<file path="src/hw/rtl/imm_pkg.sv">
package imm_pkg;

    localparam int DATA_W      = 32;
    localparam int CFG_W       = 4;
    localparam int CFG_IDX_W   = 2;
    localparam int OUT_IDX_W   = 3;
    localparam int MAX_DIM_DEF = 8;

    localparam logic [CFG_W-1:0] CFG_RESET = 4'd8;

    localparam logic [CFG_IDX_W-1:0] REG_ROWS_FIRST  = 2'd0;
    localparam logic [CFG_IDX_W-1:0] REG_COLS_FIRST  = 2'd1;
    localparam logic [CFG_IDX_W-1:0] REG_ROWS_SECOND = 2'd2;
    localparam logic [CFG_IDX_W-1:0] REG_COLS_SECOND = 2'd3;

    typedef enum logic [1:0] {
        S_LOAD,
        S_FEED,
        S_DRAIN,
        S_EMIT
    } state_t;

endpackage

</file>
<file path="src/hw/rtl/imm_ram.sv">
module imm_ram #(
    parameter int WIDTH = imm_pkg::DATA_W,
    parameter int DEPTH = imm_pkg::MAX_DIM_DEF * imm_pkg::MAX_DIM_DEF,
    localparam int ADDR_W = (DEPTH > 1) ? $clog2(DEPTH) : 1
) (
    input  logic              clk,
    input  logic              we,
    input  logic [ADDR_W-1:0] waddr,
    input  logic [WIDTH-1:0]  wdata,
    input  logic [ADDR_W-1:0] raddr,
    output logic [WIDTH-1:0]  rdata
);

    logic [WIDTH-1:0] mem_reg [DEPTH];
    logic [WIDTH-1:0] rdata_reg;

    always_ff @(posedge clk)
    begin
        if (we)
        begin
            mem_reg[waddr] <= wdata;
        end
        rdata_reg <= mem_reg[raddr];
    end

    assign rdata = rdata_reg;

endmodule

</file>
<file path="config.mk">
export PLATFORM = sky130hd
export DESIGN_NAME = imm_ram
export DESIGN_NICKNAME = d
export VERILOG_FILES = /design/src/hw/rtl/imm_pkg.sv /design/src/hw/rtl/imm_ram.sv
export SDC_FILE = /design/constraint.sdc
export NUM_CORES = 2
export LEC_CHECK = 0
export BUFFER_PORTS_ARGS = -buffer_cell sky130_fd_sc_hd__buf_2
export CORE_UTILIZATION = 55
export CTS_CLUSTER_DIAMETER = 50
export DETAILED_ROUTE_END_ITERATION = 7
export MAX_ROUTING_LAYER = met4
export PLACE_DENSITY_LB_ADDON = 0.15
export SYNTH_ARGS = -nofsm -noshare
export SYNTH_HDL_FRONTEND = slang
export SYNTH_SLANG_ARGS = --single-unit
</file>
<file path="constraint.sdc">
create_clock -name clk -period 4.9 [get_ports clk]
set_input_delay 0.98 -clock clk [delete_from_list [all_inputs] [get_ports clk]]
set_output_delay 0.98 -clock clk [all_outputs]
set_load 0.05 [all_outputs]
</file>
==> metrics <==
R2R setup slack 2.72 ns; Post-Synthesis Cells 3,324; Max clock buf depth 3; die extent in x 380 um; clock sink count 2,080; placed wire-length estimate 111,000 um; max FFs per register 2,048; Pre-Repair DR Iteration Count 7; number of clock buffers inserted by TritonCTS 204; total detailed-routing wirelength 192,000 um; endpoint type of the worst setup path register; CTS tree built; Via Count 37,200; hold-fix buffer count after cts 0; detailed-route DRC error count 0; critical setup path kind in2reg; required time at the worst-slack endpoint 5.56 ns; unrepaired setup endpoints after global routing no; hold path depth 1; worst hold-check slack 0.538 ns; placeable core region 142,000 um^2; Worst Reg-to-Reg Cells 5; endpoints failing setup 0; type of the most critical hold path in2reg; Power per Cell Area 419 nW/um^2; clock tree skew after final layout 0.0256 ns; normalized max-slew margin 16.3%; measured slew at the worst slew-check pin 1.26 ns; Port-buffer cells 77; least setup slack across all paths after layout 1.73 ns; number of pins exceeding their max-slew limit in the final report 0; hold path startpoint wdata[23]; flops & latches, synth 2,080; wire per inst 33.9 um; mapped cell area 78,500 um^2; result of the run complete, no violations; Final Cycle Share 64.6%; number of placed I/O pins 78; antenna violation net count after detailed routing 0; terminating pin of the worst hold path mem_reg[48][23]; H-tree depth reported by CTS 4; static leakage 27.9 nW; Max rail drop VDD 0.346 mV; Synth Area per Inst 23.6 um^2; Sum Neg Setup Slack 0 ns; placement row count 138; GRT overflow 0; Starting Density 55.5%; DR iter-0 viols 4,767; routability congestion estimate 0.833; total nets after synthesis 3,370; reg2reg end rdata[12]; clock latency reported for the late side of the worst-skew pair 0.83 ns; post-synth cell types 34; gr usage total 27.9%; Critical Path Start Type input port; height of the chip 380 um; Yosys Warn Count 0; Final #Nets 3,635; Period minus WS final 3.17 ns; register area share after synthesis 79.1%; origin of the critical flop-to-flop path mem_reg[7][12]; clock root buffer sky130_fd_sc_hd__clkbuf_16; Worst Setup Slack post-DPL 0.942 ns; number of maximum-capacitance violations 0; global-route wire length before repair 275,000 um; largest net degree at the start of global routing 76; total power draw 37.4 mW; via count of the first global-routing pass 37,800; largest fanout on the critical path 59; Die Area 144,000 um^2; Final Hold Viols 0; share of cells above drive strength 1 30.9%; Max Clk Rate 0.316 GHz; Worst-path clk slew 0.06 ns; antenna violations before repair 18; post-DR vias/cell 6.55; buffer count from post-CTS setup fixing 0; Layout area overhead 13.6%; arrival time worst endpoint 3.83 ns; Resized cells post-CTS 0
==> synth_stat cells, drive strengths merged <==
cell	n	area, um^2
a21oi	62	310
a22oi	12	90.1
a311oi	8	70.1
a31oi	1	6.26
a41o	4	40.0
and2	2	12.5
and3	4	25.0
buf	108	608
clkbuf	74	278
dfxtp	32	641
edfxtp	2048	61500
mux2i	93	931
mux4	544	12300
nand2	26	97.6
nand2b	8	50.1
nand3	5	25.0
nand3b	5	37.5
nand4	2	12.5
nand4b	1	8.76
nor2	137	514
nor2b	15	93.8
nor3	7	35.0
o221ai	27	236
o22ai	84	526
o32ai	4	35.0
or2	3	18.8
or3	3	18.8
or3b	5	43.8
==> cell type report <==
class	instances	area (um^2)
Clock buffer	265	5600
Fill cell	9358	52400
Sequential cell	2080	62100
Multi-Input combinational cell	1062	16000
Tap cell	1890	2360
Clock inverter	122	1170
Timing Repair Buffer	241	1920
Antenna cell	16	40.0
==> kinds of logic after synthesis <==
group | after synthesis | synth area share (%)
DFF | 2080 | 79.1
muxes | 637 | 16.8
and+or+nand+nor | 223 | 1.27
AOI/OAI and AO/OA | 202 | 1.67
buffers and inverters | 182 | 1.13
==> how the worst max path moves through the flow <==
| stage | slack (ns) | to | depth (start not counted) | startpoint |
|---|---|---|---|---|
| 4_1_cts | 1.80 | rdata[20] | 8 | raddr[1] |
| 5_1_grt | 1.76 | rdata[31] | 5 | raddr[3] |
| 3_5_place_dp | 0.94 | rdata[31] | 5 | raddr[3] |
| 2_1_floorplan | 0.76 | mem_reg[48][0] | 4 | waddr[3] |
| 6_report | 1.73 | rdata[20] | 8 | raddr[1] |
| 3_3_place_gp | 0.93 | rdata[31] | 5 | raddr[3] |
==> through the flow <==
step | instance area (um^2) | utilization [%] | std cells
final | 89200 | 63.0 | 5676
after global routing | 89200 | 63.0 | 5671
after CTS | 89200 | 63.0 | 5660
after detailed placement | 82400 | 58.2 | 5273
after global placement | 82400 | 58.2 | 5273
after floorplan | 78500 | - | 3324
==> report_power, final <==
group          internal, mW  switching [mW]  leakage, nW
clock                  9.08            6.60         3.30
combinational         0.667            1.22         5.90
sequential             19.7          0.0908         18.7
total                  29.4            7.92         27.9
==> worst max-delay path, stage by stage <==
cell and delay, ns:
sky130_fd_sc_hd__buf_8 0.44, sky130_fd_sc_hd__buf_12 0.35, sky130_fd_sc_hd__buf_4 0.33, sky130_fd_sc_hd__nor2b_1 0.48, sky130_fd_sc_hd__a22oi_1 0.12, sky130_fd_sc_hd__and3_1 0.20, sky130_fd_sc_hd__o32ai_1 0.71, sky130_fd_sc_hd__nor3_1 0.11
==> layer usage <==
metal  GRT usage (%)  wire length [um]  vias to the layer above
li1                -                 -                    14800
met1            39.5             76300                    20000
met2            42.0             91700                     2005
met3            5.60             19100                      336
met4            7.62              5200                        0
met5               -                 0                        -
==> cell usage in the layout (no fill, tap or decap), types with 62 or more instances in the layout <==
cell / synthesis / final
sky130_fd_sc_hd__clkbuf_16: 0 / 214
sky130_fd_sc_hd__mux4_2: 544 / 544
sky130_fd_sc_hd__buf_2: 57 / 73
sky130_fd_sc_hd__o22ai_1: 84 / 84
sky130_fd_sc_hd__nor2_4: 0 / 62
sky130_fd_sc_hd__a21oi_1: 62 / 62
sky130_fd_sc_hd__mux2i_1: 93 / 93
sky130_fd_sc_hd__buf_4: 25 / 143
sky130_fd_sc_hd__edfxtp_1: 2048 / 2048
sky130_fd_sc_hd__nor2_1: 137 / 75
Power figures use the tool's default switching activity.
