$ cat src/hw/rtl/imm_pkg.sv
package imm_pkg;

    localparam int DATA_W      = 32;
    localparam int CFG_W       = 4;
    localparam int CFG_IDX_W   = 2;
    localparam int OUT_IDX_W   = 3;
    localparam int MAX_DIM_DEF = 8;

    localparam logic [CFG_W-1:0] CFG_RESET = 4'd8;

    localparam logic [CFG_IDX_W-1:0] REG_ROWS_FIRST  = 2'd0;
    localparam logic [CFG_IDX_W-1:0] REG_COLS_FIRST  = 2'd1;
    localparam logic [CFG_IDX_W-1:0] REG_ROWS_SECOND = 2'd2;
    localparam logic [CFG_IDX_W-1:0] REG_COLS_SECOND = 2'd3;

    typedef enum logic [1:0] {
        S_LOAD,
        S_FEED,
        S_DRAIN,
        S_EMIT
    } state_t;

endpackage

$ cat src/hw/rtl/imm_cell.sv
module imm_cell #(
    parameter int MAX_DIM = imm_pkg::MAX_DIM_DEF,
    localparam int K_W = (MAX_DIM > 1) ? $clog2(MAX_DIM) : 1,
    localparam int W = imm_pkg::DATA_W
) (
    input  logic           clk,
    input  logic           rst_n,
    input  logic [W-1:0]   a_in,
    input  logic [K_W-1:0] k_in,
    input  logic           v_in,
    output logic [W-1:0]   a_out,
    output logic [K_W-1:0] k_out,
    output logic           v_out,
    input  logic           wr_en,
    input  logic [K_W-1:0] wr_k,
    input  logic [W-1:0]   wr_data,
    input  logic           clr,
    output logic [W-1:0]   acc
);

    // one column of the second matrix, indexed by k
    logic [W-1:0]   b_mem_reg [MAX_DIM];
    logic [W-1:0]   a_reg;
    logic [K_W-1:0] k_reg;
    logic           v_reg;
    logic [W-1:0]   prod_reg;
    logic           pv_reg;
    logic [W-1:0]   acc_reg;

    always_ff @(posedge clk or negedge rst_n)
    begin
        if (!rst_n)
        begin
            v_reg  <= 1'b0;
            pv_reg <= 1'b0;
        end
        else
        begin
            v_reg  <= v_in;
            pv_reg <= v_in;
        end
    end

    always_ff @(posedge clk)
    begin
        a_reg    <= a_in;
        k_reg    <= k_in;
        prod_reg <= a_in * b_mem_reg[k_in];
        if (wr_en)
        begin
            b_mem_reg[wr_k] <= wr_data;
        end
        if (clr)
        begin
            acc_reg <= '0;
        end
        else if (pv_reg)
        begin
            acc_reg <= acc_reg + prod_reg;
        end
    end

    assign a_out = a_reg;
    assign k_out = k_reg;
    assign v_out = v_reg;
    assign acc   = acc_reg;

endmodule

$ cat config.mk
export PLATFORM = sky130hd
export DESIGN_NAME = imm_cell
export DESIGN_NICKNAME = d
export VERILOG_FILES = /design/src/hw/rtl/imm_pkg.sv /design/src/hw/rtl/imm_cell.sv
export SDC_FILE = /design/constraint.sdc
export NUM_CORES = 1
export LEC_CHECK = 0
export ABC_AREA = 1
export BUFFER_PORTS_ARGS = -buffer_cell sky130_fd_sc_hd__buf_2
export CAP_MARGIN = 20
export CORE_ASPECT_RATIO = 0.75
export CORE_MARGIN = 2
export CORE_UTILIZATION = 58
export CTS_CLUSTER_SIZE = 24
export DETAILED_ROUTE_END_ITERATION = 12
export PLACE_DENSITY = 0.88
export SKIP_LAST_GASP = 1
export SYNTH_ARGS = -nofsm -noshare
export SYNTH_HDL_FRONTEND = slang
export SYNTH_SLANG_ARGS = --single-unit
$ cat constraint.sdc
create_clock -name clk -period 6.5 [get_ports clk]
set_input_delay 0.325 -clock clk [delete_from_list [all_inputs] [get_ports clk]]
set_output_delay 0.325 -clock clk [all_outputs]
set_load 0.01 [all_outputs]
==> metrics.cfg <==
[outcome]
status = complete, but fails checks
failed_checks = negative setup slack

[timing]
slew_violations = 0
slew_headroom_pct = 43.6
setup_ws_ns = -0.720
final-setup-viol-count = 20
fmax_mhz = 139
worst_pin_slew_ns = 0.845
fin_crit_ns = 7.22
finalCritPeriodShare_pct = 111
skew_ns = 0.0586
rsz0062_at_grt = true
hold_viol = 0
tns_ns = -9.50

[clock_network]
numCtsBuffers = 36
clkSlewWorstSetupHoldPaths_ns = 0.07
cts_tree = built
cts.sinks = 356
cts-htree-levels = 2
cts-root-buf = clkbuf_16
clk_latency_ns = 0.62
cts_buffer_depth = 3

[global_route]
grt_antenna_before_repair = 3
grt_overflow = 0
grt_max_degree = 42
grt_pass1_vias = 27900
grt_pass1_wl_um = 154000
track_usage_pct = 37.9

[layout]
finish.net_count = 4466
fin_util_pct = 72.6
areaGrowthSynthToFinish_pct = 24.1
largest_reg_flops = 256
filler_cell_count = 3162
finalInstanceArea_um2 = 37300
drive_gt1_share_pct = 22.5

[routing]
avgRoutedWirePerCell_um = 23.6
post_drt_via_cell_ratio = 6.02
drt_wl_total_um = 107000
ant_nets = 0
firstDrtPassIters = 13
drt-initial-drc-count = 4157
drc = 0
vias = 27200

[setup_path]
reg2reg_slack_ns = -0.72
startpoint_type = flop
crit_path_end_kind = flop
cp_max_fo = 6
critical_path.startpoint = b_mem_reg[1][15]$_DFFE_PP_
max_stage_delay_ns = 0.61
cpMostUsedCell = fa_1
cp-endpoint = prod_reg[29]$_DFF_P_
r2r-start = b_mem_reg[1][15]$_DFFE_PP_
r2r_cells = 26
crit_slowest_cell = fa_1
cp.arrival_ns = 7.73
path_class = flop to flop
r2r_end = prod_reg[29]$_DFF_P_
worstPathRequired_ns = 7.01

[synthesis]
synth_seq_area_share_pct = 32.3
synth_area_um2 = 30000
yosysMostFrequentCell = inv_1
synth_top_area_cell = fa_1
syn_area_per_cell_um2 = 8.99
yosys-top-cells-area = fa_1 (27%), edfxtp_1 (26%), inv_1 (8.1%)
yosysWarnings = 0
netlist_instances = 3343
synth_flop_cell = edfxtp_1
synth_cell_type_count = 43
synth_edf_count = 256
synth.top_cell.area_share_pct = 27.3
synth_common_cells = inv_1 (649), nand2_1 (607), nor2_1 (528)
yosys_register_bits = 356
synthArstFlopShare_pct = 0.281
syn-num-nets = 3981

[flow_run]
cap_violations = 0

[hold_path]
hold_path_class = input port to flop
min_from = wr_data[20]

[placed_design]
gp_congestion = 1.06
placed_area_um2 = 34300
dp_hpwl_um = 71300
portBuffers = 142
post-place-ws_ns = -1.09

[die]
dieArea_um2 = 53600
num_io_pins = 143
die_width_um = 267
core_area_um2 = 51300
start_util_pct = 58.5
die_y_um = 201
num_rows = 72

[worst min path at each step]
| stage | endpoint | slack (ns) | depth (start not counted) |
|---|---|---|---|
| after global placement | pv_reg$_DFF_PN0_ | 0.1 | 1 |
| after floorplan | pv_reg$_DFF_PN0_ | 0.03 | 0 |
| after detailed placement | pv_reg$_DFF_PN0_ | 0.10 | 1 |
| after global routing | b_mem_reg[0][20]$_DFFE_PP_ | 0.01 | 1 |
| after CTS | b_mem_reg[4][20]$_DFFE_PP_ | 0.001 | 1 |
| final | b_mem_reg[0][20]$_DFFE_PP_ | 0.0001 | 1 |
[layer usage]
metal	vias up	global-route usage [%]	wire, um
li1	11300	-	-
met2	2477	57.0	46500
met3	738	14.6	16800
met1	12700	48.5	35700
met5	-	0	10
met4	2	18.3	7780
[critical path, delay by kind of cell, from the launching register on]
kind / cells / cell delay (ns)
flip-flops: 1 / 0.39
buffers and inverters: 5 / 0.45
XOR/XNOR: 1 / 0.15
AND/OR/NAND/NOR: 10 / 1.39
AO/OA/AOI/OAI: 1 / 0.16
adder cells (fa/ha/maj): 9 / 4.55
[cell families (layout without fill, tap and decap cells)]
| family | Yosys count | after routing | synth area share, % |
|---|---|---|---|
| buf+inv | 782 | 1293 | 9.95 |
| simple gates | 1316 | 1316 | 17.3 |
| fa+ha+maj | 563 | 563 | 33.7 |
| flops | 356 | 356 | 32.3 |
| xor+xnor | 58 | 58 | 1.69 |
| compound gates | 268 | 268 | 5.09 |
| other cells | 0 | 2 | 0 |
[per-stage QoR]
step / instances / hold WS, ns
2_1_floorplan: 3343 / 0.0294
3_3_place_gp: 4386 / 0.0999
3_5_place_dp: 4386 / 0.104
4_1_cts: 4501 / 0.00128
5_1_grt: 4522 / 0.0149
6_report: 4522 / 0.000118
[placed cells by master (no fill, tap or decap), types with 41 or more instances in the layout]
master	count
inv_2	41
nand2_2	41
nand3_1	120
fa_1	382
o21ai_0	71
a21oi_1	50
edfxtp_1	256
nor2_1	491
nand2_1	551
buf_4	342
inv_1	607
ha_1	124
dfxtp_1	99
buf_2	141
o21ai_1	54
[cell type report]
| cell class | instances | area (um^2) | share of cell area [%] |
|---|---|---|---|
| Tap cell | 666 | 833 | 2.24 |
| Antenna cell | 2 | 5.00 | 0.0134 |
| Multi-Input combinational cell | 2205 | 18700 | 50.1 |
| Clock buffer | 45 | 965 | 2.59 |
| Timing Repair Buffer | 563 | 4320 | 11.6 |
| Sequential cell | 356 | 9690 | 26.0 |
| Inverter | 666 | 2530 | 6.79 |
| Clock inverter | 19 | 236 | 0.635 |
[timing repair]
action                     4_1_cts  5_1_grt
gates cloned                     0        1
hold buffers                    30        0
setup endpoints to repair       20       22
buffers inserted                23       25
gates resized for setup        129      159
pin swaps                       59      132
hold endpoints to repair       157        0
Power is not shown: default switching activity piles up to over one toggle a cycle in this logic, so the estimate is an artifact.
